[src/hw/rtl/ell_pkg.sv]
`timescale 1ns / 1ps
`default_nettype none
// ----------------------------------------------------------------------------
// ell_pkg
// Types and codes shared by the line lexer and its transition logic.
// ----------------------------------------------------------------------------
package ell_pkg;

    typedef enum logic [2:0] {
        ST_BEFORE_NAME,
        ST_IN_NAME,
        ST_BEFORE_VALUE,
        ST_QUOTED,
        ST_UNQUOTED,
        ST_BETWEEN,
        ST_AFTER
    } t_lex_st;

    typedef enum logic [2:0] {
        KIND_NAME    = 3'd0,
        KIND_VALUE   = 3'd1,
        KIND_END     = 3'd2,
        KIND_INVALID = 3'd3,
        KIND_QUOTE   = 3'd4,
        KIND_LONG    = 3'd5
    } t_kind;

    typedef struct packed {
        t_lex_st    st;
        logic       esc;
        logic [7:0] open_quote;
        logic       name_seen;
        logic       rest_ignored;
    } t_line_state;

    localparam logic [7:0] CH_SPACE = 8'h20;

    localparam t_line_state LINE_IDLE = '{
        st:           ST_BEFORE_NAME,
        esc:          1'b0,
        open_quote:   CH_SPACE,
        name_seen:    1'b0,
        rest_ignored: 1'b0
    };

    typedef struct packed {
        logic       emit;
        t_kind      kind;
        logic [7:0] data;
        logic       halt;
        logic       line_end;
        logic       col_inc;
    } t_step_res;

endpackage
`default_nettype wire

[src/hw/rtl/ell_step.sv]
`timescale 1ns / 1ps
`default_nettype none
// ----------------------------------------------------------------------------
// ell_step
// One-byte transition of the line lexer: next line state and the result.
// ----------------------------------------------------------------------------
module ell_step (
    input  var ell_pkg::t_line_state i_cur,
    input  var logic [7:0]           i_ch,
    input  var logic                 i_col_full,
    output ell_pkg::t_line_state     o_nxt,
    output ell_pkg::t_step_res       o_res
);

    localparam logic [7:0] CH_LF    = 8'h0A;
    localparam logic [7:0] CH_TAB   = 8'h09;
    localparam logic [7:0] CH_NUL   = 8'h00;
    localparam logic [7:0] CH_HASH  = 8'h23;
    localparam logic [7:0] CH_UNDER = 8'h5F;
    localparam logic [7:0] CH_BQ    = 8'h60;
    localparam logic [7:0] CH_SQ    = 8'h27;
    localparam logic [7:0] CH_DQ    = 8'h22;
    localparam logic [7:0] CH_BSL   = 8'h5C;

    logic is_alpha;
    logic is_digit;
    logic is_blank;
    logic is_quote;

    assign is_alpha = i_ch inside {[8'h41:8'h5A], [8'h61:8'h7A]};
    assign is_digit = i_ch inside {[8'h30:8'h39]};
    assign is_blank = i_ch inside {ell_pkg::CH_SPACE, CH_TAB};
    assign is_quote = i_ch inside {CH_SQ, CH_DQ, CH_BQ};

    always_comb begin
        o_nxt          = i_cur;
        o_res.emit     = 1'b0;
        o_res.kind     = ell_pkg::KIND_VALUE;
        o_res.data     = i_ch;
        o_res.halt     = 1'b0;
        o_res.line_end = 1'b0;
        o_res.col_inc  = 1'b0;
        if (i_ch == CH_LF) begin
            if (i_cur.st == ell_pkg::ST_QUOTED) begin
                o_res.emit = 1'b1;
                o_res.kind = ell_pkg::KIND_QUOTE;
                o_res.data = i_cur.open_quote;
                o_res.halt = 1'b1;
            end else begin
                o_res.emit     = i_cur.name_seen;
                o_res.kind     = ell_pkg::KIND_END;
                o_res.data     = 8'h00;
                o_res.line_end = 1'b1;
                o_nxt          = ell_pkg::LINE_IDLE;
            end
        end else if (i_col_full) begin
            o_res.emit = 1'b1;
            o_res.kind = ell_pkg::KIND_LONG;
            o_res.data = 8'h00;
            o_res.halt = 1'b1;
        end else begin
            o_res.col_inc = 1'b1;
            if (i_cur.rest_ignored || i_cur.st == ell_pkg::ST_AFTER) begin
                o_res.emit = 1'b0;
            end else if (i_ch == CH_NUL) begin
                o_nxt.rest_ignored = 1'b1;
            end else begin
                case (i_cur.st)
                    ell_pkg::ST_BEFORE_NAME, ell_pkg::ST_IN_NAME: begin
                        if (is_alpha || i_ch == CH_UNDER ||
                            (i_cur.st == ell_pkg::ST_IN_NAME && is_digit)) begin
                            o_nxt.st        = ell_pkg::ST_IN_NAME;
                            o_nxt.name_seen = 1'b1;
                            o_res.emit      = 1'b1;
                            o_res.kind      = ell_pkg::KIND_NAME;
                        end else if (is_blank) begin
                            if (i_cur.st == ell_pkg::ST_IN_NAME) begin
                                o_nxt.st = ell_pkg::ST_BEFORE_VALUE;
                            end
                        end else if (i_ch == CH_HASH) begin
                            o_nxt.st = ell_pkg::ST_AFTER;
                        end else begin
                            o_res.emit = 1'b1;
                            o_res.kind = ell_pkg::KIND_INVALID;
                            o_res.halt = 1'b1;
                        end
                    end
                    ell_pkg::ST_BEFORE_VALUE, ell_pkg::ST_BETWEEN: begin
                        if (is_quote) begin
                            o_nxt.st         = ell_pkg::ST_QUOTED;
                            o_nxt.open_quote = i_ch;
                            o_res.emit       = 1'b1;
                        end else if (i_ch == CH_BSL) begin
                            o_nxt.st   = ell_pkg::ST_UNQUOTED;
                            o_nxt.esc  = 1'b1;
                            o_res.emit = 1'b1;
                        end else if (is_blank) begin
                            if (i_cur.st == ell_pkg::ST_BETWEEN) begin
                                o_nxt.st = ell_pkg::ST_AFTER;
                            end
                        end else if (i_ch == CH_HASH) begin
                            o_nxt.st = ell_pkg::ST_AFTER;
                        end else begin
                            o_nxt.st   = ell_pkg::ST_UNQUOTED;
                            o_res.emit = 1'b1;
                        end
                    end
                    ell_pkg::ST_QUOTED: begin
                        o_res.emit = 1'b1;
                        if (i_cur.esc) begin
                            o_nxt.esc = 1'b0;
                        end else if (i_ch == i_cur.open_quote) begin
                            o_nxt.st = ell_pkg::ST_BETWEEN;
                        end else if (i_ch == CH_BSL) begin
                            o_nxt.esc = 1'b1;
                        end
                    end
                    ell_pkg::ST_UNQUOTED: begin
                        o_res.emit = 1'b1;
                        if (i_cur.esc) begin
                            o_nxt.esc = 1'b0;
                        end else if (i_ch == CH_BSL) begin
                            o_nxt.esc = 1'b1;
                        end else if (is_quote) begin
                            o_nxt.st         = ell_pkg::ST_QUOTED;
                            o_nxt.open_quote = i_ch;
                        end else if (is_blank || i_ch == CH_HASH) begin
                            o_nxt.st   = ell_pkg::ST_AFTER;
                            o_res.emit = 1'b0;
                        end
                    end
                    default: begin
                        o_nxt.st = ell_pkg::ST_AFTER;
                    end
                endcase
            end
        end
    end

endmodule
`default_nettype wire

[src/hw/rtl/env_line_lexer_top.sv]
`timescale 1ns / 1ps
`default_nettype none
// Result: on the master side in the cycle after its byte's transfer.
// Throughput: one byte per cycle unless stalled; state updates until halt.
// Output register: a new byte is taken while the result waits, if it is taken.
// Reset: synchronous, active low; clears lexer and output state; line count to 1.
// ----------------------------------------------------------------------------
// env_line_lexer_top
// Byte stream lexer for NAME VALUE lines, emitting tagged name/value/status bytes.
// ----------------------------------------------------------------------------
module env_line_lexer_top #(
    parameter int LINE_MAX         = 1022,
    parameter int LINE_NUMBER_BITS = 16
) (
    input  var logic        i_clk,
    input  var logic        i_rst_n,
    input  var logic        i_s_tvalid,
    output logic            o_s_tready,
    input  var logic [7:0]  i_s_tdata,   // [7:0] ch
    output logic            o_m_tvalid,
    input  var logic        i_m_tready,
    output logic [23:0]     o_m_tdata,   // [7:0] data_byte, [23:8] line_number
    output logic [2:0]      o_m_tuser    // [2:0] kind
);

    localparam int COL_W = $clog2(LINE_MAX);
    localparam int LN_W  = LINE_NUMBER_BITS;

    ell_pkg::t_line_state r_line;
    ell_pkg::t_line_state n_line;
    ell_pkg::t_step_res   step_res;
    logic [COL_W-1:0]     r_col;
    logic [LN_W-1:0]      r_line_count;
    logic                 r_halted;
    logic                 r_m_valid;
    logic [2:0]           r_kind;
    logic [7:0]           r_data;
    logic [15:0]          r_line_num;
    logic                 s_xfer;
    logic                 col_full;
    logic                 live;

    assign o_s_tready = !r_m_valid || i_m_tready;
    assign s_xfer     = i_s_tvalid && o_s_tready;
    assign col_full   = r_col >= COL_W'(LINE_MAX - 1);
    assign live       = s_xfer && !r_halted;

    ell_step u_step (
        .i_cur      (r_line),
        .i_ch       (i_s_tdata),
        .i_col_full (col_full),
        .o_nxt      (n_line),
        .o_res      (step_res)
    );

    always_ff @(posedge i_clk) begin
        if (!i_rst_n) begin
            r_line       <= ell_pkg::LINE_IDLE;
            r_col        <= '0;
            r_line_count <= LN_W'(1);
            r_halted     <= 1'b0;
        end else if (live) begin
            r_line <= n_line;
            if (step_res.halt) begin
                r_halted <= 1'b1;
            end
            if (step_res.line_end) begin
                r_col <= '0;
                if (r_line_count != '1) begin
                    r_line_count <= r_line_count + LN_W'(1);
                end
            end else if (step_res.col_inc) begin
                r_col <= r_col + COL_W'(1);
            end
        end
    end

    always_ff @(posedge i_clk) begin
        if (!i_rst_n) begin
            r_m_valid <= 1'b0;
        end else if (live && step_res.emit) begin
            r_m_valid <= 1'b1;
        end else if (i_m_tready) begin
            r_m_valid <= 1'b0;
        end
    end

    always_ff @(posedge i_clk) begin
        if (live && step_res.emit) begin
            r_kind     <= step_res.kind;
            r_data     <= step_res.data;
            r_line_num <= 16'(r_line_count);
        end
    end

    assign o_m_tvalid = r_m_valid;
    assign o_m_tdata  = {r_line_num, r_data};
    assign o_m_tuser  = r_kind;

endmodule
`default_nettype wire
[config.mk]
export PLATFORM = sky130hd
export DESIGN_NAME = env_line_lexer_top
export DESIGN_NICKNAME = d
export VERILOG_FILES = /design/src/hw/rtl/ell_pkg.sv /design/src/hw/rtl/ell_step.sv /design/src/hw/rtl/env_line_lexer_top.sv
export SDC_FILE = /design/constraint.sdc
export NUM_CORES = 1
export LEC_CHECK = 0
export CAP_MARGIN = 5
export CELL_PAD_IN_SITES_DETAIL_PLACEMENT = 0
export CELL_PAD_IN_SITES_GLOBAL_PLACEMENT = 1
export CORE_MARGIN = 2
export CORE_UTILIZATION = 40
export CTS_BUF_LIST = sky130_fd_sc_hd__clkbuf_8 sky130_fd_sc_hd__clkbuf_16
export DETAILED_ROUTE_END_ITERATION = 16
export DONT_BUFFER_PORTS = 1
export PLACE_DENSITY_LB_ADDON = 0.1
export SYNTH_ARGS = -nofsm -noshare
export SYNTH_HDL_FRONTEND = slang
export SYNTH_SLANG_ARGS = --single-unit
[constraint.sdc]
create_clock -name i_clk -period 4.2 [get_ports i_clk]
set_input_delay 0.42 -clock i_clk [delete_from_list [all_inputs] [get_ports i_clk]]
set_output_delay 0.42 -clock i_clk [all_outputs]
set_load 0.03 [all_outputs]
# Word-level counts from Yosys, hierarchy flattened
# Cells that the tools add are included.
# classes
addsub,2
mul,0
div_mod_pow,0
n_lt_le_gt_ge,7
n_eq_ne,31
shifts,0
n_mux,69
bitwise_logic,0
n_reduce_logical,36
# op_table
operator,n
two-way mux 14 bit,4
two-way mux 3 bit,16
== test 8 x 6 -> 1 bit (second input constant),4
two-way mux 8 bit,4
two-way mux 1 bit,30
two-way mux 13 bit,2
== test 8 x 7 -> 1 bit (second input constant),3
two-way mux 10 bit,2
two-way mux 4 bit,5
adder 16 x 1 -> 16 bit (second input constant),1
== test 8 x 4 -> 1 bit (second input constant),2
greater-or-equal comparator 8 x 7 -> 1 bit (second input constant),2
<= comparator 8 x 7 -> 1 bit (second input constant),2
!= test 16 bit (second input constant),1
case mux 8 bit (2 select lines),1
AND reduction 8 bit,2
nonzero test 2 bit,7
AND reduction 13 bit,1
two-way mux 12 bit,1
case mux 3 bit (4 select lines),1
adder 10 x 1 -> 10 bit (second input constant),1
greater-or-equal comparator 10 bit (second input constant),1
== test 3 bit (second input constant),3
== test 8 bit,1
other kinds (28),48
# word_totals
register_bits,69
latchBits,0
ramBits,0
mem_bits_ro,0
inputBits,12
out_inout_bits,29
wordCells,157
memories,0

# Longest topological paths before layout
# depth
ltp_word,14
ltp_mapped,9
mapped_depth_nobuf,8

# Cells and area by module
# From an unflattened synthesis, not the netlist that was laid out.
# hier_totals
hier_cells,431
area_unflattened_um2,3743.6
# by_module_without_submodules
mod,instances,cells_per_inst,area_per_inst_um2,seq_area_each_um2
env_line_lexer_top,1,264,2748.9,1651.6
ell_step,1,167,994.7,0.0

# Least setup slack after synthesis
# Ideal clock, no wire load.
# synth_path
kind,input port to flip-flop
start,input i_s_tdata[0]
end,"register r_kind[0] (netlist: o_m_tuser[0]), enable pin"
setup_ns,0.428
arrival_ns,3.077
required_time_ns,3.772
setup_slack_ns,0.695
path_stages,7
cell_sequence,buf_2 buf_1 nor2b_1 a22oi_1 nor2_1 or3_1 a31oi_1
# synth_between
elab_chain_len,13
word_cells_on_any_way,43
classes_between,order compare: 6; eq/ne: 9; mux: 16; reduce/logical: 12
# synth_lines
element,line,rtl
from (decl),env_line_lexer_top.sv:19,"input var logic [7:0] i_s_tdata,"
"parallel branches: the longest is 11 deep, another holds greater-or-equal comparator 8 x 7 -> 1 bit",--,
two-way mux 13 bit *,ell_step.sv:43,if (i_ch == CH_LF) begin
logical AND 1 bit *,env_line_lexer_top.sv:89,if (live && step_res.emit) begin
to (signal assigned),env_line_lexer_top.sv:90,r_kind <= step_res.kind;
to (decl),env_line_lexer_top.sv:36,logic [2:0] r_kind;
# Mark *: on every way between the ends.
# A chain may end at the register's enable or synchronous reset.

# Final worst setup path
# layout_path
start,register r_line[13] (netlist name)
end,register r_line[11] (netlist name)
# layout_between
elab_chain_len,9
word_cells_on_any_way,29
classes_between,eq/ne: 16; mux: 6; reduce/logical: 7
# layout_lines
element,line,rtl
from (decl),env_line_lexer_top.sv:29,ell_pkg::t_line_state r_line;
from (signal assigned),env_line_lexer_top.sv:58,r_line <= ell_pkg::LINE_IDLE;
from (signal assigned),env_line_lexer_top.sv:63,r_line <= n_line;
== test 3 x 1 -> 1 bit,"ell_step.sv:68, ell_step.sv:71, ell_step.sv:77",
logical AND 1 bit,ell_step.sv:71,(i_cur.st == ell_pkg::ST_IN_NAME && is_digit)) begin
logical OR 1 bit,ell_step.sv:70,if (is_alpha || i_ch == CH_UNDER ||
two-way mux 3 bit,ell_step.sv:70,
case mux 3 bit (4 select lines),ell_step.sv:68,case (i_cur.st)
two-way mux 13 bit,ell_step.sv:65,end else if (i_ch == CH_NUL) begin
two-way mux 14 bit,ell_step.sv:63,if (i_cur.rest_ignored || i_cur.st == ell_pkg::ST_AFTER) begin
two-way mux 14 bit,ell_step.sv:56,end else if (i_col_full) begin
two-way mux 14 bit,ell_step.sv:43,
# Parallel ways exist; a longest one is shown, timed or not. The select of a mux whose other input is x is not followed.

==> results.yml <==
clock_tree:
  cts_resized: 0
  cts_setup_buffers: 0
  htree_levels: 3
  clk_latency_ps: 350
  cts_tree: "yes"
  clkSlewWorstSetupHoldPaths_ps: 80
  cts.sinks: 69
  clockBufferDepth: 2
  cts_buffers: 9
  cts_root_buf: "clkbuf_8"
  ctsHoldBuffers: 0
critical_path:
  arrival_ps: 3460
  crit_path_start_kind: "flop"
  critical_path_class: "flop to flop"
  crit_fanout: 16
  r2r_cells: 6
  end_kind: "flop"
  required_ps: 4480
  r2r_setup_slack_ps: 1020
sta:
  setup_tns_ps: 0
  finalHoldViolCount: 0
  worst_pin_slew_ps: 1170
  fmax_mhz: 314
  skew_ps: 13.8
  finalMaxSlewViolations: 0
  post-route-min-period_ps: 3180
  rsz0062_at_grt: "false"
  relSlewSlack: 0.217
  setup_violations: 0
  period_share: 0.758
place:
  io_buffers: 0
  dp_cells: 478
  gp_congestion: 0.869
  hpwl_um: 6290
global_routing:
  grt_pass1_vias: 2828
  grt_pass1_wl_um: 14700
  grt_max_degree: 28
  antenna_found_initial: 0
  gr-total-overflow: 0
  grt.total_usage: 0.189
routing:
  drcViolationCount: 0
  wl_per_cell_um: 18.3
  vias: 2951
  drt_first_pass_iters: 4
  drtIter0Drc: 180
  via_per_inst: 5.97
  routed_wl_um: 9030
  antenna_left: 0
pwr:
  ir_drop_v: 0.000177
  p_int_mw: 1.11
  p_clk_frac: 0.403
  seqPwrFrac: 0.521
  combPwrFrac: 0.076
  power_mw: 1.51
  power.density_mw_per_mm2: 383
  p_switching_mw: 0.402
  p_leak_nw: 1.35
  p_sw_frac: 0.266
synthesis:
  synth_top_family_by_area: "simple AND/OR/NAND/NOR gates"
  seq_area_frac_synth: 0.450
  synth-xor-area-share: 0.0668
  async_reset_ff_frac: 0
  synthesis.area_mm2: 0.00367
  syn_area_per_cell_um2: 9.32
  synth_warnings: 0
  syn-instance-count: 394
  synth_nets: 410
  synthMuxAreaShare: 0.00545
  synth_edf_count: 27
  ys_ff_latch: 69
  ys.flop_type: "dfxtp_1"
  yosys.area_share.simple: 0.273
  synth_cell_type_count: 55
  synth_compound_area_frac: 0.153
  synthAdderAreaFrac: 0.0136
final_layout:
  utilization: 0.447
  final_cell_count_no_fill: 494
  final_cell_mix: "42 x dfxtp_1, 34 x nor2_1, 27 x nand2_1, 27 x edfxtp_1, 23 x a21oi_1"
  n_antenna_cell: 0
  fillerInstances: 865
  drive_above_1_share: 0.0699
  finalNetCount: 397
  area_delta_synth_final_pct: 7.22
  final_common_cell: "dfxtp_1"
die:
  num_rows: 34
  die_w_um: 99.8
  start_util: 0.417
  die_h_um: 99.8
  core-area_mm2: 0.00881
  boundaryPins: 41
  die_area_mm2: 0.00996
min_path:
  hold_path_depth: 1
  min_path_type: "input pin to flop"
run:
  drv_cap: 0
run_status:
  outcome: "completed"
[worst max-delay path, stage by stage, from the launching register on]
cell	delay, ps
dfxtp_1	620
and3b_1	300
and4_1	350
nor2_1	630
nand2_1	300
nor4b_1	660
mux2i_1	250
[power by group through the flow]
stage               registers, mW  clock network, mW  logic [mW]
floorplan                   0.796                  0       0.104
global placement            0.801                  0       0.116
detailed placement          0.801                  0       0.115
CTS                         0.785              0.619       0.116
global route                0.789              0.641       0.129
finish                      0.785              0.608       0.115
[stage by stage]
stage / hold slack (ps) / area (µm²) / worst slack, ps
final: 134 / 3940 / 1020
after global routing: 115 / 3940 / 743
after CTS: 119 / 3940 / 1080
after detailed placement: 459 / 3720 / 1100
after global placement: 446 / 3720 / 1040
after floorplan: 431 / 3670 / 695
[registers in the layout, summed over array words and instances, names as in the netlist]
register and count:
r_line_num 16, r_line 14, r_data 8, r_col 10, o_m_tvalid 1, o_m_tuser 3, r_halted 1, r_line_count 16
[cell usage after synthesis, types with 2 or more instances]
cell / n / area [µm²]
nand2_1: 27 / 101
a41oi_1: 3 / 26.3
mux2i_1: 2 / 20.0
o2111ai_1: 2 / 17.5
clkbuf_1: 13 / 48.8
and2_1: 4 / 25.0
inv_1: 9 / 33.8
and3b_1: 2 / 17.5
nor4_1: 5 / 31.3
or2_2: 2 / 12.5
nand2b_1: 7 / 43.8
nor2b_1: 7 / 43.8
a22o_1: 6 / 52.6
a211oi_1: 3 / 22.5
nand4_1: 15 / 93.8
nand3_1: 20 / 100
a21oi_1: 23 / 115
xor2_1: 9 / 78.8
buf_1: 3 / 11.3
or3_1: 4 / 25.0
xnor2_1: 19 / 166
a21o_1: 3 / 22.5
ha_1: 4 / 50.1
or3b_2: 3 / 26.3
nor4b_1: 5 / 43.8
nor3_1: 5 / 25.0
or4_4: 3 / 33.8
o31ai_1: 4 / 30.0
buf_2: 7 / 35.0
nor2_1: 34 / 128
a32o_1: 3 / 30.0
and3_1: 11 / 68.8
o21ai_0: 15 / 75.1
a22oi_1: 2 / 15.0
a211o_1: 2 / 17.5
edfxtp_1: 27 / 811
dfxtp_1: 42 / 841
nand4b_1: 3 / 26.3
and4_1: 7 / 61.3
nor3b_1: 3 / 22.5
a31oi_1: 4 / 25.0
nand3b_1: 5 / 37.5
o211a_1: 2 / 20.0
o22ai_1: 4 / 25.0
[worst paths after layout]
check | startpoint | endpoint
setup reg to reg | r_line[13] | r_line[11]
setup / recovery | r_line[13] | r_line[11]
hold / removal | i_rst_n | r_line_count[0]
hold reg to reg | r_halted | r_halted
[cell families after synthesis]
kind of cell | after synthesis
adders and majority gates | 4
DFF | 69
and+or+nand+nor | 175
xor gates and xnor gates | 28
buffers and inverters | 33
muxes | 2
AOI/OAI and AO/OA | 83
[routing by layer]
layer / GRT usage / share of wire
met5: 0 / 0
met1: 0.260 / 0.49
met4: 0.0685 / 0.0084
met3: 0.0529 / 0.058
met2: 0.285 / 0.45
[area by class of cell]
| type | count | area [µm²] | area share |
|---|---|---|---|
| clock buffers | 9 | 124 | 0.0315 |
| flip-flops and latches | 69 | 1650 | 0.419 |
| multi-input cells | 292 | 1900 | 0.481 |
| clock inverters | 7 | 97.6 | 0.0248 |
| well taps | 108 | 135 | 0.0343 |
| inverters | 9 | 33.8 | 0.00858 |
(Power assumes the default switching activity.)
